**config.mk**
```make
export PLATFORM = sky130hd
export DESIGN_NAME = mqrf_cmd_queue
export DESIGN_NICKNAME = d
export VERILOG_FILES = /design/src/hdl/mqrf_pkg.sv /design/src/hdl/mqrf_cmd_queue.sv
export SDC_FILE = /design/constraint.sdc
export NUM_CORES = 1
export LEC_CHECK = 0
export BUFFER_PORTS_ARGS = -buffer_cell sky130_fd_sc_hd__buf_2
export CORE_AREA = 2 2 152 154
export CTS_BUF_LIST = sky130_fd_sc_hd__clkbuf_8
export CTS_CLUSTER_SIZE = 25
export DETAILED_ROUTE_END_ITERATION = 12
export DIE_AREA = 0 0 154 156
export PLACE_DENSITY = 0.53
export SYNTH_ARGS = -nofsm -noshare
export SYNTH_HDL_FRONTEND = slang
export SYNTH_SLANG_ARGS = --single-unit
export TNS_END_PERCENT = 50
```
**constraint.sdc**
```tcl
create_clock -name clk -period 5.3 [get_ports clk]
set_input_delay 1.325 -clock clk [delete_from_list [all_inputs] [get_ports clk]]
set_output_delay 1.325 -clock clk [all_outputs]
set_load 0.02 [all_outputs]
```
**src/hdl/mqrf_pkg.sv**
```systemverilog
// ----------------------------------------------------------------------------
// mqrf_pkg
// Shared types, sizes and codes of the multi-queue ring fifo core.
// ----------------------------------------------------------------------------
package mqrf_pkg;

  // number of queues and words per queue (depth must be a power of two)
  localparam int NUM_QUEUES  = 8;
  localparam int QUEUE_DEPTH = 256;

  localparam int QID_W  = (NUM_QUEUES > 1) ? $clog2(NUM_QUEUES) : 1;
  localparam int PTR_W  = $clog2(QUEUE_DEPTH);
  localparam int ADDR_W = QID_W + PTR_W;
  localparam int MEM_DEPTH = NUM_QUEUES * QUEUE_DEPTH;

  // fixed field widths
  localparam int MODE_W   = 3;
  localparam int QSEL_W   = 3;
  localparam int WORD_W   = 32;
  localparam int OFFSET_W = 8;
  localparam int FILL_W   = 9;
  localparam int ERR_W    = 2;
  localparam int PADDR_W  = 3;

  // compare width that holds a pointer difference, an offset and the depth
  localparam int CMP_W = ((PTR_W > OFFSET_W) ? PTR_W : OFFSET_W) + 1;

  localparam logic [FILL_W-1:0] DEPTH_FILL  = FILL_W'(QUEUE_DEPTH % (1 << FILL_W));
  localparam logic [WORD_W-1:0] HEAD_LOCKED = 32'hffff_ffff;

  localparam logic [ERR_W-1:0] ERR_OK        = 2'd0;
  localparam logic [ERR_W-1:0] ERR_OVERFLOW  = 2'd1;
  localparam logic [ERR_W-1:0] ERR_EMPTY     = 2'd2;
  localparam logic [ERR_W-1:0] ERR_MOD_EMPTY = 2'd3;

  // command queue between front and back
  localparam int CQ_DEPTH = 2;
  localparam int CQ_AW    = 1;

  typedef enum logic [MODE_W-1:0] {
    MODE_ENQ       = 3'd0,
    MODE_DEQ       = 3'd1,
    MODE_PEEK      = 3'd2,
    MODE_COUNT     = 3'd3,
    MODE_MODIFY    = 3'd4,
    MODE_RESET_Q   = 3'd5,
    MODE_RESET_ALL = 3'd6
  } mode_t;

  typedef enum logic [1:0] {
    BK_NONE,
    BK_WRITE,
    BK_READ,
    BK_MODIFY
  } back_op_t;

  typedef enum logic {
    BS_IDLE,
    BS_READ
  } back_state_t;

  typedef struct packed {
    back_op_t            op;
    logic [ADDR_W-1:0]   addr;
    logic [WORD_W-1:0]   data;
    logic [WORD_W-1:0]   mask;
    logic [FILL_W-1:0]   fill;
    logic [ERR_W-1:0]    err;
  } cmd_t;

  typedef struct packed {
    logic valid;
    cmd_t cmd;
  } cmd_push_t;

endpackage

```
**src/hdl/mqrf_cmd_queue.sv**
```systemverilog
// ----------------------------------------------------------------------------
// mqrf_cmd_queue
// Short command queue that decouples the front from the word store.
// ----------------------------------------------------------------------------
module mqrf_cmd_queue (
  input  logic                 clk,
  input  logic                 rst_n,
  input  mqrf_pkg::cmd_push_t  push,
  input  logic                 pop,
  output logic                 full,
  output logic                 nonempty,
  output mqrf_pkg::cmd_t       head
);
  import mqrf_pkg::*;

  cmd_t             entry_r [CQ_DEPTH];
  logic [CQ_AW-1:0] wr_idx_r;
  logic [CQ_AW-1:0] rd_idx_r;
  logic [CQ_AW:0]   count_r;
  logic [CQ_AW:0]   count_nxt;

  assign full     = (count_r == (CQ_AW+1)'(CQ_DEPTH));
  assign nonempty = (count_r != '0);
  assign head     = entry_r[rd_idx_r];

  always_comb begin
    count_nxt = count_r;
    case ({push.valid, pop})
      2'b10:   count_nxt = count_r + (CQ_AW+1)'(1);
      2'b01:   count_nxt = count_r - (CQ_AW+1)'(1);
      default: count_nxt = count_r;
    endcase
  end

  always_ff @(posedge clk) begin
    if (!rst_n) begin
      wr_idx_r <= '0;
      rd_idx_r <= '0;
      count_r  <= '0;
    end else begin
      if (push.valid) begin
        wr_idx_r <= wr_idx_r + CQ_AW'(1);
      end
      if (pop) begin
        rd_idx_r <= rd_idx_r + CQ_AW'(1);
      end
      count_r <= count_nxt;
    end
  end

  always_ff @(posedge clk) begin
    if (push.valid) begin
      entry_r[wr_idx_r] <= push.cmd;
    end
  end

  a_count_bound: assert property (@(posedge clk) disable iff (!rst_n)
    count_r <= (CQ_AW+1)'(CQ_DEPTH))
    else $error("command queue count beyond depth");

  a_no_pop_empty: assert property (@(posedge clk) disable iff (!rst_n)
    pop |-> count_r != '0)
    else $error("pop from empty command queue");

  a_no_push_full: assert property (@(posedge clk) disable iff (!rst_n)
    push.valid |-> !full)
    else $error("push into full command queue");

endmodule

```
==> flow_metrics.py <==
metrics = {
    "outcome": {
        "run_status": "completed",
    },
    "sta": {
        "finalHoldViolations": 0,
        "tightest_slew_ns": 1.07,
        "skew_ns": 0.00900,
        "finalSetupViolCount": 0,
        "holdWs_ns": 0.519,
        "max_freq_ghz": 0.266,
        "rsz0062_at_grt": "no",
        "slew-limit-headroom": 0.285,
        "period_share": 0.708,
        "fin_setup_tns_ns": 0,
        "fin_crit_ns": 3.75,
        "report.final.slew_viol_count": 0,
    },
    "clock_network": {
        "cts.clk_slew.worst_paths_ns": 0.09,
        "h-tree-depth": 4,
        "numCtsBuffers": 17,
        "ctsResizeCount": 0,
        "hold_buffers": 0,
        "cts_setup_buffers": 0,
        "cts_tree": "yes",
        "clock-sinks": 181,
        "clock_path_buffers": 2,
        "clock_latency_ns": 0.44,
        "cts-root-buf": "clkbuf_8",
    },
    "routing": {
        "dr_total_vias": 3325,
        "via_per_inst": 4.22,
        "routed_wl_mm": 12.8,
        "drc_errors": 0,
        "drt_iter0_drc": 125,
        "postRouteAntennaNets": 0,
        "firstDrtPassIters": 4,
        "wl_per_cell_um": 16.3,
    },
    "final_layout": {
        "final_cell_mix": "buf_2 (181), edfxtp_1 (176), mux2_2 (86)",
        "area_growth_pct": 24.8,
        "layout.cells.non_filler": 788,
        "stdcell_area_sq_um": 8210,
        "finalNetCount": 583,
        "drive_gt1_frac": 0.610,
        "final_common_cell": "buf_2",
        "antenna_cells": 0,
    },
    "pwr": {
        "ir_drop_v": 0.000143,
        "power.leakage_nw": 3.04,
        "power_density_nw_per_um2": 365,
    },
    "synthesis": {
        "synth_xor_area_frac": 0.00399,
        "netlist-cell-type-count": 19,
        "syn_avg_cell_area_sq_um": 22.2,
        "syn-num-nets": 389,
        "synthAdderAreaFrac": 0.00190,
        "synth_compound_area_frac": 0.00304,
        "synth_top_family_by_area": "multiplexers",
        "yosysSeqAreaShare": 0.819,
        "syn_inst": 296,
        "synth_area_sq_um": 6580,
        "ys_warn_count": 0,
        "yosys-mux-area-fraction": 0.152,
        "synth.ff_latch_count": 181,
        "synthSimpleGateAreaFrac": 0.00856,
    },
    "grt": {
        "antenna_found_initial": 1,
        "grt_max_degree": 76,
        "globalRouteOverflowTotal": 0,
        "track_usage": 0.105,
        "grt_pass1_wl_mm": 19.3,
        "grt_pass1_vias": 3643,
    },
    "job": {
        "cap_violations": 0,
    },
    "floorplan": {
        "io_pins": 182,
        "dieArea_sq_um": 24000,
        "row_count": 55,
        "die_x_um": 154,
        "core_area_sq_um": 22400,
        "initial_core_util": 0.294,
        "die_h_um": 156,
    },
    "placement": {
        "gp_congestion": 0.694,
        "place_area_sq_um": 7810,
        "dp.cells": 756,
        "dp_hpwl_mm": 8.33,
        "portBuffers": 181,
    },
    "worst_setup_path": {
        "crit_fanout": 75,
        "worst_setup_path_start_kind": "register",
        "arrival_ns": 2.43,
        "slowest_delay_ns": 1.07,
        "end_kind": "output port",
        "critical_path.cell_chain": "buf_4 -> mux2_2 -> buf_2",
        "critPathKind": "reg -> out",
        "critPathSlowestCell": "dfxtp_4",
        "critPathRequiredTime_ns": 3.97,
    },
    "hold_path": {
        "hp-class": "reg -> reg",
    },
}
## stage by stage
step            util  total power [mW]  setup WS [ns]
3_5_place_dp   0.349              2.08           1.93
5_1_grt        0.367              3.13           1.34
2_1_floorplan      -              1.94           1.20
4_1_cts        0.367              3.05           1.42
6_report       0.367              2.99           1.55
3_3_place_gp   0.349              2.07           2.02
## critical path, delay by kind of cell, from the launching register on
kind,cells,cell delay (ns)
mux,1,0.37
flops,1,1.07
buf+inv,2,0.53
## where the power goes
group	total [mW]	switching (mW)	internal (mW)
combinational	0.351	0.198	0.152
clock	0.953	0.487	0.465
sequential	1.69	0.0401	1.65
total	2.99	0.726	2.27
## layer usage
metal  track usage  wire [um]
met1         0.117       5310
met2         0.187       6620
met5             0         13
met4        0.0360        130
met3        0.0358        755
## final timing paths
| path | slack (ns) | end | start | cells after the start |
|---|---|---|---|---|
| max | 1.55 | head[37] | register | 3 |
| min | 0.52 | count_r[1] | count_r[1] | 2 |
| max reg2reg | 3.31 | entry_r[1][37] | wr_idx_r | 2 |
| min reg2reg | 0.52 | count_r[1] | count_r[1] | 2 |
## sequential cells by signal, indices dropped and copies added, names as in the netlist, named ones only
name      flops
wr_idx_r      1
count_r       2
rd_idx_r      1
entry_r     176
## final cells by class
| cell class | count | area [sq um] |
|---|---|---|
| clock buffers | 17 | 234 |
| repair buffers | 185 | 936 |
| inverters | 1 | 3.75 |
| flip-flops and latches | 181 | 5390 |
| fillers | 2104 | 14200 |
| well taps | 285 | 357 |
| clock inverters | 15 | 168 |
| multi-input cells | 104 | 1120 |
## synthesized netlist by cell type
cell / count / share of area
a21boi_1: 1 / 0.0011
and2_1: 4 / 0.0038
and2b_2: 1 / 0.0013
buf_2: 6 / 0.0046
buf_6: 4 / 0.0068
dfxtp_1: 5 / 0.015
edfxtp_1: 176 / 0.80
ha_1: 1 / 0.0019
inv_1: 1 / 0.00057
mux2_2: 86 / 0.15
mux2_4: 2 / 0.0046
nor2_1: 1 / 0.00057
nor2b_1: 1 / 0.00095
o21a_1: 1 / 0.0011
o21ai_0: 1 / 0.00076
or2_2: 1 / 0.00095
or3_1: 1 / 0.00095
xnor2_1: 2 / 0.0027
xor2_1: 1 / 0.0013
## cells by family after synthesis
| logic type | Yosys count |
|---|---|
| flops | 181 |
| mux | 88 |
| buf+inv | 11 |
| simple gates | 9 |
| compound gates | 3 |
| xor+xnor | 3 |
| fa+ha+maj | 1 |
Note: power is estimated with default switching activity, not from simulation.
