===== src/hdl/mqrf_pkg.sv =====
// ----------------------------------------------------------------------------
// mqrf_pkg
// Shared types, sizes and codes of the multi-queue ring fifo core.
// ----------------------------------------------------------------------------
package mqrf_pkg;

  // number of queues and words per queue (depth must be a power of two)
  localparam int NUM_QUEUES  = 8;
  localparam int QUEUE_DEPTH = 256;

  localparam int QID_W  = (NUM_QUEUES > 1) ? $clog2(NUM_QUEUES) : 1;
  localparam int PTR_W  = $clog2(QUEUE_DEPTH);
  localparam int ADDR_W = QID_W + PTR_W;
  localparam int MEM_DEPTH = NUM_QUEUES * QUEUE_DEPTH;

  // fixed field widths
  localparam int MODE_W   = 3;
  localparam int QSEL_W   = 3;
  localparam int WORD_W   = 32;
  localparam int OFFSET_W = 8;
  localparam int FILL_W   = 9;
  localparam int ERR_W    = 2;
  localparam int PADDR_W  = 3;

  // compare width that holds a pointer difference, an offset and the depth
  localparam int CMP_W = ((PTR_W > OFFSET_W) ? PTR_W : OFFSET_W) + 1;

  localparam logic [FILL_W-1:0] DEPTH_FILL  = FILL_W'(QUEUE_DEPTH % (1 << FILL_W));
  localparam logic [WORD_W-1:0] HEAD_LOCKED = 32'hffff_ffff;

  localparam logic [ERR_W-1:0] ERR_OK        = 2'd0;
  localparam logic [ERR_W-1:0] ERR_OVERFLOW  = 2'd1;
  localparam logic [ERR_W-1:0] ERR_EMPTY     = 2'd2;
  localparam logic [ERR_W-1:0] ERR_MOD_EMPTY = 2'd3;

  // command queue between front and back
  localparam int CQ_DEPTH = 2;
  localparam int CQ_AW    = 1;

  typedef enum logic [MODE_W-1:0] {
    MODE_ENQ       = 3'd0,
    MODE_DEQ       = 3'd1,
    MODE_PEEK      = 3'd2,
    MODE_COUNT     = 3'd3,
    MODE_MODIFY    = 3'd4,
    MODE_RESET_Q   = 3'd5,
    MODE_RESET_ALL = 3'd6
  } mode_t;

  typedef enum logic [1:0] {
    BK_NONE,
    BK_WRITE,
    BK_READ,
    BK_MODIFY
  } back_op_t;

  typedef enum logic {
    BS_IDLE,
    BS_READ
  } back_state_t;

  typedef struct packed {
    back_op_t            op;
    logic [ADDR_W-1:0]   addr;
    logic [WORD_W-1:0]   data;
    logic [WORD_W-1:0]   mask;
    logic [FILL_W-1:0]   fill;
    logic [ERR_W-1:0]    err;
  } cmd_t;

  typedef struct packed {
    logic valid;
    cmd_t cmd;
  } cmd_push_t;

endpackage


===== src/hdl/mqrf_front.sv =====
// ----------------------------------------------------------------------------
// mqrf_front
// Holds the queue pointers, classifies each word and queues a store command.
// ----------------------------------------------------------------------------
module mqrf_front (
  input  logic                          clk,
  input  logic                          rst_n,
  input  logic                          accept,
  input  logic [mqrf_pkg::MODE_W-1:0]   mode,
  input  logic [mqrf_pkg::QSEL_W-1:0]   queue_id,
  input  logic                          is_zombie,
  input  logic [mqrf_pkg::WORD_W-1:0]   data_in,
  input  logic [mqrf_pkg::WORD_W-1:0]   bit_mask,
  input  logic [mqrf_pkg::OFFSET_W-1:0] peek_offset,
  input  logic                          zombies_ctl,
  output mqrf_pkg::cmd_push_t           push
);
  import mqrf_pkg::*;

  logic [PTR_W-1:0] rd_ptr_r [NUM_QUEUES];
  logic [PTR_W-1:0] wr_ptr_r [NUM_QUEUES];
  logic [PTR_W-1:0] rd_ptr_nxt;
  logic [PTR_W-1:0] wr_ptr_nxt;
  logic [PTR_W-1:0] rd_cur;
  logic [PTR_W-1:0] wr_cur;
  logic [PTR_W-1:0] wr_inc;
  logic [PTR_W-1:0] held_cur;
  logic [PTR_W-1:0] held_nxt;
  logic [CMP_W-1:0] peek_sum;
  logic [QID_W-1:0] qi;
  logic             q_ok;
  logic             zombie;
  logic             clear_all;
  cmd_t             cmd;

  assign qi     = QID_W'(queue_id);
  assign q_ok   = (int'(queue_id) < NUM_QUEUES);
  assign zombie = is_zombie & ~zombies_ctl;
  assign rd_cur = rd_ptr_r[qi];
  assign wr_cur = wr_ptr_r[qi];
  assign wr_inc = wr_cur + PTR_W'(1);
  assign held_cur = wr_cur - rd_cur;
  assign peek_sum = CMP_W'(rd_cur) + CMP_W'(peek_offset);

  always_comb begin
    rd_ptr_nxt = rd_cur;
    wr_ptr_nxt = wr_cur;
    clear_all  = 1'b0;
    cmd.op     = BK_NONE;
    cmd.addr   = {qi, rd_cur};
    cmd.data   = data_in;
    cmd.mask   = bit_mask;
    cmd.err    = ERR_OK;
    case (mode_t'(mode))
      MODE_ENQ: begin
        if (!zombie) begin
          cmd.op     = BK_WRITE;
          cmd.addr   = {qi, wr_cur};
          wr_ptr_nxt = wr_inc;
          if (wr_inc == rd_cur) begin
            cmd.err = ERR_OVERFLOW;
          end
        end
      end
      MODE_DEQ: begin
        if (!zombie) begin
          if (rd_cur == wr_cur) begin
            cmd.err = ERR_EMPTY;
          end else begin
            cmd.op     = BK_READ;
            rd_ptr_nxt = rd_cur + PTR_W'(1);
          end
        end
      end
      MODE_PEEK: begin
        if (!zombie) begin
          if (CMP_W'(peek_offset) >= CMP_W'(held_cur)) begin
            cmd.err = ERR_EMPTY;
          end else begin
            cmd.op   = BK_READ;
            cmd.addr = {qi, peek_sum[PTR_W-1:0]};
          end
        end
      end
      MODE_COUNT: begin
      end
      MODE_MODIFY: begin
        // zombie modify sees a full queue and always touches the head slot
        if (!zombie && held_cur == '0) begin
          cmd.err = ERR_MOD_EMPTY;
        end else begin
          cmd.op = BK_MODIFY;
        end
      end
      MODE_RESET_Q: begin
        rd_ptr_nxt = '0;
        wr_ptr_nxt = '0;
      end
      MODE_RESET_ALL: begin
        rd_ptr_nxt = '0;
        wr_ptr_nxt = '0;
        clear_all  = 1'b1;
      end
      default: begin
      end
    endcase
    held_nxt = wr_ptr_nxt - rd_ptr_nxt;
    cmd.fill = zombie ? DEPTH_FILL : FILL_W'(CMP_W'(held_nxt));
    // queue outside the populated range: no state change, all-zero result
    if (!q_ok) begin
      cmd.op   = BK_NONE;
      cmd.err  = ERR_OK;
      cmd.fill = '0;
    end
  end

  assign push.valid = accept;
  assign push.cmd   = cmd;

  always_ff @(posedge clk) begin
    if (!rst_n || (accept && clear_all)) begin
      for (int i = 0; i < NUM_QUEUES; i++) begin
        rd_ptr_r[i] <= '0;
        wr_ptr_r[i] <= '0;
      end
    end else if (accept && q_ok) begin
      rd_ptr_r[qi] <= rd_ptr_nxt;
      wr_ptr_r[qi] <= wr_ptr_nxt;
    end
  end

endmodule


===== config.mk =====
export PLATFORM = sky130hd
export DESIGN_NAME = mqrf_front
export DESIGN_NICKNAME = d
export VERILOG_FILES = /design/src/hdl/mqrf_pkg.sv /design/src/hdl/mqrf_front.sv
export SDC_FILE = /design/constraint.sdc
export NUM_CORES = 1
export LEC_CHECK = 0
export ABC_CLOCK_PERIOD_IN_PS = 10300
export BUFFER_PORTS_ARGS = -buffer_cell sky130_fd_sc_hd__buf_2
export CORE_AREA = 2 2 120 122
export DETAILED_ROUTE_END_ITERATION = 12
export DIE_AREA = 0 0 122 124
export PLACE_DENSITY = 0.9
export SLEW_MARGIN = 20
export SYNTH_ARGS = -nofsm -noshare
export SYNTH_HDL_FRONTEND = slang
export SYNTH_SLANG_ARGS = --single-unit

===== constraint.sdc =====
create_clock -name clk -period 10.3 [get_ports clk]
set_clock_uncertainty 0.2 [all_clocks]
set_input_delay 1.03 -clock clk [delete_from_list [all_inputs] [get_ports clk]]
set_output_delay 1.03 -clock clk [all_outputs]
set_load 0.05 [all_outputs]

==> impl_metrics.env, run 1 <==
export IMPL_max_freq_mhz=125.7
export IMPL_postCtsResizedCells=0
export IMPL_fp_dieW_um=122
export IMPL_grt_pass1_wl_mm=32.01
export IMPL_holdPathStages=5
export IMPL_gp_congestion=1.004
export IMPL_numPortBuffers=43
export IMPL_grt_total_usage_pct=28.92
export IMPL_clock_path_buffers=2
export IMPL_final_common_cell="nor2_1"
export IMPL_synth_seq_cells=128
export IMPL_reg2reg_from="wr_ptr_r[4][2]$_SDFFCE_PN0P_"
export IMPL_cts_tree="yes"
export IMPL_viasPerCell=6.463
export IMPL_initial_utilization_pct=59.33
export IMPL_synth_edf_count=128
export IMPL_grt_ovfl_total=0
export IMPL_async_flop_share_pct=0
export IMPL_yosys_warnings=0
export IMPL_r2r_cells=10
export IMPL_start_kind="input pin"
export IMPL_endpoint_kind="output pin"
export IMPL_multi_input_area_um2=3461
export IMPL_met3_usage_pct=7.418
export IMPL_drt_first_pass_iters=8
export IMPL_grt_setup_unrepaired="false"
export IMPL_crit_slowest_cell="mux2i_1"
export IMPL_maxSlewViolCount=0
export IMPL_synth_avg_cell_area_um2=10.97
export IMPL_maxCapViolCount=0
export IMPL_ff2ff_setup_slack_ns=5.95
export IMPL_chipHeight_um=124
export IMPL_grt_start_max_net_pins=40
export IMPL_worstHoldStart="wr_ptr_r[5][6]$_SDFFCE_PN0P_"
export IMPL_regToRegEndpoint="rd_ptr_r[0][6]$_SDFFCE_PN0P_"
export IMPL_crit_chain="buf_2, buf_4, mux2_2, a211oi_1, o22ai_1, inv_1, ha_1, and4_1, nand4_1, o21a_1, nand2_1, mux2i_1, ha_1, o21ai_0, a21oi_1, o41ai_1, xor2_1, xnor2_1, nor2_1, buf_2"
export IMPL_synth_area_um2=8140
export IMPL_powerDensity_nw_per_um2=189.6
export IMPL_grtUsageMet1_pct=34.49
export IMPL_path_clk_slew_ns=0.06
export IMPL_final_cell_mix="167 x nor2_1, 128 x edfxtp_1, 43 x buf_2"
export IMPL_synth_cells=742
export IMPL_fillers=1006
export IMPL_path_buf_inv=4
export IMPL_rows=43
export IMPL_required_ns=9.07
export IMPL_drc=0
export IMPL_cpLargestDelayFamily="compound AO/OA/AOI/OAI gates"
export IMPL_htreeDepth=4
export IMPL_drtIter0Drc=854
export IMPL_setup_viol=0
export IMPL_whs_endpoint="wr_ptr_r[1][6]$_SDFFCE_PN0P_"
export IMPL_p_leak_uw=0.003420
export IMPL_met2_usage_pct=47.87
export IMPL_fin_tns_setup_ns=0
export IMPL_ant_nets=0
export IMPL_synth_flop_cell="edfxtp_1"
export IMPL_antenna_cells=0
export IMPL_place_hpwl_mm=13.26
export IMPL_peakVddDrop_mv=0.1309
export IMPL_grt_pass1_vias=5929
export IMPL_hold_viol_final=0
export IMPL_critPathMaxStageDelay_ns=0.81
export IMPL_top_usage_layer="met2"
export IMPL_area_growth_pct=4.642
export IMPL_max_slew_margin_rel_pct=30.82
export IMPL_crit_type="input pin to output pin"
export IMPL_cts_made_buffers=17
export IMPL_drive_gt1_share_pct=17.97
export IMPL_vias=5875
export IMPL_holdWs_ns=1.083
export IMPL_cp_arrival_ns=6.73
export IMPL_holdBufCountCts=0
export IMPL_die_area_um2=15130
export IMPL_clock_latency_ns=0.42
export IMPL_seq_area_frac_synth_pct=47.22
export IMPL_fin_crit_ns=7.958
export IMPL_final_nets=833
export IMPL_syn_num_nets=859
export IMPL_synth_cell_types=68
export IMPL_routedWlPerCell_um=22.92
export IMPL_hold_class="register to register"
export IMPL_routed_wirelength_mm=20.83
export IMPL_worstPathMaxFanout=31
export IMPL_worst_slew_pin_slew_ns=1.033
export IMPL_core_area_um2=13720
export IMPL_regArea_um2=3844
export IMPL_cts_setup_buffers=0
export IMPL_fin_crit_sh_pct=77.26
export IMPL_root_buffer="clkbuf_16"
export IMPL_antenna_found_initial=0
export IMPL_ios=172
export IMPL_clock_sinks=128
export IMPL_outcome="completed"
## cell type report
| class | count | share of cell area, % |
|---|---|---|
| Clock inverter | 13 | 1.704 |
| Sequential cell | 128 | 45.12 |
| Inverter | 30 | 1.322 |
| Clock buffer | 19 | 5.082 |
| Tap cell | 180 | 2.644 |
| Timing Repair Buffer | 54 | 3.496 |
| Multi-Input combinational cell | 485 | 40.63 |
## through the flow
stage          utilization (%)  area, µm²  total power, µW  instances  setup slack [ns]
2_1_floorplan                -       8140            993.3        742             3.528
3_3_place_gp             57.88       7940             1013        877             2.483
3_5_place_dp             57.88       7940             1021        877             2.529
4_1_cts                  62.09       8518             1607        909             2.439
5_1_grt                  62.09       8518             1669        909             1.816
6_report                 62.09       8518             1615        909             2.342
## Yosys cell counts (3+ instances only)
cell type  count  share of area (%)
xnor2_1       19                2.0
a21o_1         8               0.74
inv_1         30                1.4
a31oi_1        3               0.23
and3_1         5               0.38
fa_1           3               0.74
a221oi_1       3               0.32
mux2_2        15                2.1
nand3_1        6               0.37
ha_1          31                4.8
nand3b_1       3               0.28
nand4_1        4               0.31
clkbuf_1      15               0.69
o21a_1         4               0.37
mux2i_1       20                2.5
buf_2          3               0.18
mux4_2        19                5.3
nand2_1       29                1.3
nor2b_1       11               0.85
a22oi_1        9               0.83
nor3_1         9               0.55
a22o_1         3               0.32
edfxtp_1     128                 47
nand2b_1       4               0.31
o21ai_0       16               0.98
buf_4         72                6.6
and2_1         7               0.54
xor2_1        15                1.6
buf_6          6               0.83
nor2_1       167                7.7
o211ai_1       9               0.83
a21oi_1       19                1.2
## worst max-delay path by stage
stage | start | end | slack [ns] | cells past startpoint
2_1_floorplan | queue_id[2] | push[9] | 3.53 | 21
4_1_cts | queue_id[2] | push[9] | 2.44 | 19
5_1_grt | queue_id[2] | push[9] | 1.82 | 19
3_3_place_gp | queue_id[2] | push[9] | 2.48 | 20
3_5_place_dp | queue_id[2] | push[9] | 2.53 | 20
6_report | queue_id[2] | push[9] | 2.34 | 20
## where the power goes
group | switching, µW | internal [µW]
clock network | 218 | 376
logic | 274 | 136
registers | 9.65 | 601
total | 502 | 1110
## tightest hold or removal path, delay by kind of cell (launching register included)
kind,cells,cell delay (ns)
mux,2,0.48
flops,1,0.32
buf+inv,1,0.17
simple gates,1,0.10
compound gates,1,0.09
## flip-flops by register name (all words and copies together), names as in the netlist
name and count:
rd_ptr_r 64, wr_ptr_r 64
## layer usage
layer / vias to the layer above / share of wire [%]
met5: - / 0
li1: 2544 / -
met2: 462 / 48
met1: 2778 / 36
met3: 91 / 12
met4: 0 / 4.5
## kinds of logic (layout without fill, tap and decap cells)
family / Yosys count / count (layout) / share of synthesized area [%]
multiplexers: 58 / 58 / 10.59
buffers and inverters: 129 / 116 / 10.34
adder cells (fa/ha/maj): 34 / 34 / 5.503
AO/OA/AOI/OAI: 99 / 99 / 8.408
AND/OR/NAND/NOR: 260 / 260 / 14.28
flip-flops: 128 / 128 / 47.22
XOR/XNOR: 34 / 34 / 3.658
(Power assumes the default switching activity.)
==> inputs of run 2 (changes only) <==
--- a/config.mk
+++ b/config.mk
@@ -5,12 +5,13 @@
 export SDC_FILE = /design/constraint.sdc
 export NUM_CORES = 1
 export LEC_CHECK = 0
-export ABC_CLOCK_PERIOD_IN_PS = 10300
+export ABC_AREA = 1
+export ABC_CLOCK_PERIOD_IN_PS = 6700
 export BUFFER_PORTS_ARGS = -buffer_cell sky130_fd_sc_hd__buf_2
-export CORE_AREA = 2 2 120 122
+export CORE_AREA = 2 2 132 134
 export DETAILED_ROUTE_END_ITERATION = 12
-export DIE_AREA = 0 0 122 124
-export PLACE_DENSITY = 0.9
+export DIE_AREA = 0 0 134 136
+export PLACE_DENSITY = 0.82
 export SLEW_MARGIN = 20
 export SYNTH_ARGS = -nofsm -noshare
 export SYNTH_HDL_FRONTEND = slang
==> constraint.sdc (replaced) <==
create_clock -name clk -period 6.7 [get_ports clk]
set_clock_uncertainty 0.2 [all_clocks]
set_input_delay 0.67 -clock clk [delete_from_list [all_inputs] [get_ports clk]]
set_output_delay 0.67 -clock clk [all_outputs]
set_load 0.05 [all_outputs]
==> run 2 against run 1 <==
  * Sequential cell count unchanged
  * Via count up 21%
  * Die area rose by 20%
  * First-iteration DRC count is 3.4% lower
  * Cell count is 40% higher
  * Sequential power up 53%
  * Hold slack worse by 0.25 ns
  * Global-route usage down 3.3 points
  * Critical path type unchanged
  * Critical endpoint is now push[82]
==> impl_metrics.env, run 2 <==
export IMPL_power_internal_uw=1668
export IMPL_chipHeight_um=136
export IMPL_grt_pass1_wl_mm=35.47
export IMPL_numPortBuffers=43
export IMPL_viasPerCell=5.567
export IMPL_antenna_found_initial=0
export IMPL_yosysMostFrequentCell="nand2_1"
export IMPL_fin_tns_setup_ns=0
export IMPL_synth_area_um2=8486
export IMPL_endpoint_kind="output pin"
export IMPL_setup_viol=0
export IMPL_grt_pass1_vias=6822
export IMPL_cts_made_buffers=17
export IMPL_area_growth_pct=5.559
export IMPL_p_comb_share_pct=25.4
export IMPL_switching_share_pct=32.65
export IMPL_antenna_cells=0
export IMPL_ios=172
export IMPL_outcome="completed"
export IMPL_crit_slowest_cell="buf_4"
export IMPL_hold_class="input pin to register"
export IMPL_async_flop_share_pct=0
export IMPL_max_freq_mhz=156.6
export IMPL_synth_cell_types=44
export IMPL_hold_viol_final=0
export IMPL_critPathMaxStageDelay_ns=0.43
export IMPL_maxSlewViolCount=0
export IMPL_netSwitchingPower_uw=808.6
export IMPL_final_cell_mix="331 x nand2_1, 166 x nor2_1, 128 x edfxtp_1"
export IMPL_clock_latency_ns=0.43
export IMPL_synth_flop_cell="edfxtp_1"
export IMPL_ys_top_cells_by_count="331 x nand2_1, 167 x nor2_1, 128 x edfxtp_1"
export IMPL_vias=7081
export IMPL_rows=48
export IMPL_yosysTopAreaCellShare_pct=45.30
export IMPL_fin_crit_ns=6.385
export IMPL_maxCapViolCount=0
export IMPL_htreeDepth=4
export IMPL_p_clk_share_pct=36.9
export IMPL_syn_num_nets=1175
export IMPL_start_kind="input pin"
export IMPL_drtIter0Drc=825
export IMPL_power_frac_seq_pct=37.8
export IMPL_netlist_top_cell_by_area="edfxtp_1"
export IMPL_yosys_top_cells_area="edfxtp_1 45%, nand2_1 15%, nor2_1 7.4%, buf_4 7.3%, ha_1 4.6%"
export IMPL_synth_cells=1058
export IMPL_root_buffer="clkbuf_16"
export IMPL_powerDensity_nw_per_um2=276.5
export IMPL_p_leak_uw=0.003918
export IMPL_fillers=1504
export IMPL_grt_ovfl_total=0
export IMPL_worst_slew_pin_slew_ns=1.015
export IMPL_grt_start_max_net_pins=46
export IMPL_peakVddDrop_mv=0.2106
export IMPL_worstPathMaxFanout=45
export IMPL_cts_setup_buffers=0
export IMPL_crit_top_cell="nand2_1"
export IMPL_final_common_cell="nand2_1"
export IMPL_path_clk_slew_ns=0.05
export IMPL_yosys_warnings=0
export IMPL_core_area_um2=16880
export IMPL_required_ns=5.83
export IMPL_drt_first_pass_iters=6
export IMPL_crit_type="input pin to output pin"
export IMPL_fp_dieW_um=134
export IMPL_place_hpwl_mm=15.18
export IMPL_routedWlPerCell_um=17.79
export IMPL_drc=0
export IMPL_ant_nets=0
export IMPL_routed_wirelength_mm=22.63
export IMPL_cts_tree="yes"
export IMPL_clock_path_buffers=2
export IMPL_seq_area_frac_synth_pct=45.30
export IMPL_cp_arrival_ns=5.51
export IMPL_initial_utilization_pct=50.28
export IMPL_holdBufCountCts=0
export IMPL_synth_seq_cells=128
export IMPL_grt_setup_unrepaired="false"
export IMPL_clock_sinks=128
export IMPL_synth_avg_cell_area_um2=8.020
export IMPL_pre_cts_ws_ns=0.3696
export IMPL_fin_crit_sh_pct=95.30
export IMPL_top_regs="rd_ptr_r (64), wr_ptr_r (64)"
export IMPL_worst_slack_ns=0.3151
export IMPL_synth_edf_count=128
export IMPL_grt_total_usage_pct=25.62
export IMPL_max_slew_margin_rel_pct=32.19
export IMPL_gp_congestion=0.9561
export IMPL_final_nets=1152
export IMPL_drive_gt1_share_pct=13.56
export IMPL_die_area_um2=18220
-- run 2: cell count changes after synthesis, moves of 13 or more --
cell	previous run	this run
nand2_1	29	331
inv_1	30	82
mux2i_1	20	0
xnor2_1	19	5
mux4_2	19	0
nand3_1	6	31
nand2_2	0	13
nor2_2	0	21
mux2_2	15	0
a21oi_1	19	37
-- run 2: critical path: cells and delay by family --
kind                     cells  cell delay (ns)
AND/OR/NAND/NOR             13             1.56
AO/OA/AOI/OAI                4             0.56
XOR/XNOR                     1             0.25
buffers and inverters        7             1.59
adder cells (fa/ha/maj)      3             0.85
-- run 2: path summary, 6_finish.rpt --
path                                              startpoint                      endpoint  slack (ns)  depth (start not counted)
worst min-delay path                                 mode[2]  rd_ptr_r[7][3]$_SDFFCE_PN0P_        0.84                          5
worst min register to register  rd_ptr_r[2][5]$_SDFFCE_PN0P_  rd_ptr_r[2][5]$_SDFFCE_PN0P_        0.91                          6
worst max-delay path                             queue_id[0]                      push[82]        0.32                         28
worst max register to register  rd_ptr_r[4][3]$_SDFFCE_PN0P_  rd_ptr_r[1][7]$_SDFFCE_PN0P_        3.40                         15
-- run 2: cells by family (layout without fill, tap and decap cells) --
kind of cell,after synthesis,in the layout,synth area share (%)
and+or+nand+nor,586,586,28.12
AOI/OAI and AO/OA,95,95,6.960
buffers and inverters,201,190,12.90
xor gates and xnor gates,14,14,1.445
adders and majority gates,34,34,5.279
DFF,128,128,45.30
-- run 2: repair_timing --
item	CTS	global route
endpoints found under the hold margin	0	0
setup endpoints to repair	0	5
resized for setup	0	2
-- run 2: cell type report --
cell class | instances | area [µm²] | share of cell area [%]
multi-input cells | 729 | 3550 | 39.63
repair buffers | 57 | 320.3 | 3.576
clock buffers | 18 | 429.2 | 4.791
clock inverters | 13 | 146.4 | 1.634
inverters | 102 | 386.6 | 4.316
well taps | 225 | 281.5 | 3.143
flip-flops and latches | 128 | 3844 | 42.91
-- run 2: per-stage QoR --
stage	instance area (µm²)	std cells	utilization, %	power, µW	hold slack [ns]
final	8957	1272	53.08	2477	0.8355
after global routing	8957	1272	53.08	2574	0.8562
after CTS	8954	1272	53.05	2465	0.8185
after floorplan	8486	1058	-	1505	0.7977
after global placement	8378	1241	49.64	1550	0.8627
after detailed placement	8378	1241	49.64	1560	0.8793
-- run 2: routing by layer --
layer	track usage, %	vias up	routed length [µm]
met5	0	-	0
met4	13.24	0	901
met3	6.823	83	2583
met2	41.60	449	10690
met1	31.53	3250	8460
li1	-	3299	-
-- run 2: power by group through the flow --
| stage | registers [µW] | clock network, µW | logic [µW] |
|---|---|---|---|
| after floorplan | 946 | 0 | 560 |
| final | 935 | 913 | 629 |
| after global routing | 938 | 955 | 681 |
| after CTS | 935 | 917 | 613 |
| after detailed placement | 951 | 0 | 609 |
| after global placement | 949 | 0 | 601 |
==> inputs of run 3 (changes only) <==
--- a/config.mk
+++ b/config.mk
@@ -6,12 +6,12 @@
 export NUM_CORES = 1
 export LEC_CHECK = 0
 export ABC_AREA = 1
-export ABC_CLOCK_PERIOD_IN_PS = 6700
+export ABC_CLOCK_PERIOD_IN_PS = 6650
 export BUFFER_PORTS_ARGS = -buffer_cell sky130_fd_sc_hd__buf_2
-export CORE_AREA = 2 2 132 134
+export CORE_AREA = 2 2 127 129
 export DETAILED_ROUTE_END_ITERATION = 12
-export DIE_AREA = 0 0 134 136
-export PLACE_DENSITY = 0.82
+export DIE_AREA = 0 0 129 131
+export PLACE_DENSITY = 0.85
 export SLEW_MARGIN = 20
 export SYNTH_ARGS = -nofsm -noshare
 export SYNTH_HDL_FRONTEND = slang
==> constraint.sdc (replaced) <==
create_clock -name clk -period 6.65 [get_ports clk]
set_clock_uncertainty 0.2 [all_clocks]
set_input_delay 0.665 -clock clk [delete_from_list [all_inputs] [get_ports clk]]
set_output_delay 0.665 -clock clk [all_outputs]
set_load 0.05 [all_outputs]
==> run 3 against run 2 <==
  * The flow now finishes with violations (DRC)
  * Die area fell by 7.3%
  * Combinational power increased by 3%
  * Sequential cell count did not move
  * Largest power group is now clock
  * Global-route usage grew 2.3 points
  * Routed wire length grew 1.6%
  * Register-to-register slack lost 0.06 ns
  * Design area rose by 0.71%
  * Core utilization up 4.8 points
  * Sequential share of layout area down 0.30 points
  * Worst setup slack better by 0.23 ns
  * Hold slack improved by 0.033 ns
  * Critical path type unchanged
  * Total power up 4.5%
==> impl_metrics.env, run 3 (synthesized netlist as in run 2, its figures left out) <==
export IMPL_crit_slowest_cell="ha_1"
export IMPL_numPortBuffers=43
export IMPL_worstPathMaxFanout=57
export IMPL_path_clk_slew_ns=0.06
export IMPL_fin_crit_sh_pct=91.80
export IMPL_grt_pass1_vias=6718
export IMPL_clock_path_buffers=2
export IMPL_antenna_cells=0
export IMPL_top_regs="rd_ptr_r (64), wr_ptr_r (64)"
export IMPL_outcome="finished, violations left"
export IMPL_endpoint_kind="output pin"
export IMPL_place_hpwl_mm=15.23
export IMPL_maxCapViolCount=0
export IMPL_final_cell_mix="331 x nand2_1, 166 x nor2_1, 128 x edfxtp_1"
export IMPL_max_slew_margin_rel_pct=33.57
export IMPL_reg2reg_from="rd_ptr_r[0][3]$_SDFFCE_PN0P_"
export IMPL_critPathMaxStageDelay_ns=0.36
export IMPL_fin_tns_setup_ns=0
export IMPL_grt_start_max_net_pins=59
export IMPL_grt_total_usage_pct=27.97
export IMPL_chipHeight_um=131
export IMPL_ios=172
export IMPL_violations="DRC"
export IMPL_antenna_found_initial=0
export IMPL_fp_dieW_um=129
export IMPL_peakVddDrop_mv=0.1848
export IMPL_fin_util_pct=57.84
export IMPL_startpoint="queue_id[0]"
export IMPL_required_ns=5.78
export IMPL_grt_setup_unrepaired="false"
export IMPL_drive_gt1_share_pct=13.45
export IMPL_hold_class="input pin to register"
export IMPL_core_area_um2=15600
export IMPL_clock_sinks=128
export IMPL_worst_slew_pin_slew_ns=0.9940
export IMPL_grt_ovfl_total=0
export IMPL_rows=46
export IMPL_area_growth_pct=6.311
export IMPL_ant_nets=0
export IMPL_die_area_um2=16900
export IMPL_drtIter0Drc=1068
export IMPL_initial_utilization_pct=54.40
export IMPL_final_nets=1152
export IMPL_maxSlewViolCount=0
export IMPL_htreeDepth=4
export IMPL_cts_tree="yes"
export IMPL_fin_crit_ns=6.105
export IMPL_hold_viol_final=0
export IMPL_cts_setup_buffers=0
export IMPL_drt_first_pass_iters=10
export IMPL_crit_type="input pin to output pin"
export IMPL_start_kind="input pin"
export IMPL_vias=7162
export IMPL_p_leak_uw=0.003943
export IMPL_cts_made_buffers=17
export IMPL_drc=2
export IMPL_routedWlPerCell_um=18.19
export IMPL_root_buffer="clkbuf_16"
export IMPL_grt_pass1_wl_mm=35.21
export IMPL_viasPerCell=5.666
export IMPL_worstHoldStart="mode[2]"
export IMPL_cp_arrival_ns=5.24
export IMPL_powerDensity_nw_per_um2=287.0
export IMPL_max_freq_mhz=163.8
export IMPL_crit_top_cell="nand2_1"
export IMPL_clock_latency_ns=0.43
export IMPL_setup_viol=0
export IMPL_final_common_cell="nand2_1"
export IMPL_gp_congestion=0.9984
export IMPL_routed_wirelength_mm=22.99
## run 3: metrics by stage
step	cells	hold slack (ns)	power [µW]	setup slack [ns]	instance area, µm²
after floorplan	1058	0.7977	1517	0.9154	8486
after global placement	1232	0.7939	1573	0.5200	8392
after detailed placement	1232	0.8185	1579	0.5096	8392
after CTS	1264	0.8525	2569	0.4855	9019
after global routing	1264	0.9044	2673	0.1051	9021
final	1264	0.8684	2589	0.5452	9021
## run 3: cell type report
cell class              count  area [µm²]
fillers                  1301        6576
flip-flops and latches    128        3844
multi-input cells         729        3550
clock buffers              20       436.7
inverters                 102       385.4
repair buffers             57       345.3
well taps                 216       270.3
clock inverters            12       190.2
## run 3: critical path: cells and delay by family
family,cells,cell delay (ns)
buf+inv,6,1.11
compound gates,5,0.66
xor+xnor,1,0.26
fa+ha+maj,2,0.66
simple gates,18,1.84
## run 3: path summary, 6_finish.rpt
| kind | endpoint | slack [ns] | cells after the start |
|---|---|---|---|
| min | rd_ptr_r[0][3]$_SDFFCE_PN0P_ | 0.87 | 5 |
| max | push[82] | 0.55 | 32 |
| max reg2reg | rd_ptr_r[4][4]$_SDFFCE_PN0P_ | 3.34 | 15 |
| min reg2reg | rd_ptr_r[4][5]$_SDFFCE_PN0P_ | 0.89 | 6 |
## run 3: report_power, final
part           leakage (µW)  switching [µW]  internal [µW]
registers           0.00134            11.3            930
clock network      0.000295             343            660
logic               0.00231             470            175
total               0.00394             824           1760
## run 3: per-layer routing
| metal | vias to the layer above | GRT usage [%] | routed length (µm) |
|---|---|---|---|
| met3 | 100 | 6.963 | 2683 |
| li1 | 3305 | - | - |
| met1 | 3284 | 35.97 | 8766 |
| met4 | 0 | 15.09 | 948 |
| met2 | 473 | 43.88 | 10590 |
| met5 | - | 0 | 0 |
## run 3: repair_timing
action	4_1_cts	5_1_grt
hold buffers	0	0
setup endpoints to repair	0	2
resized for setup	0	1
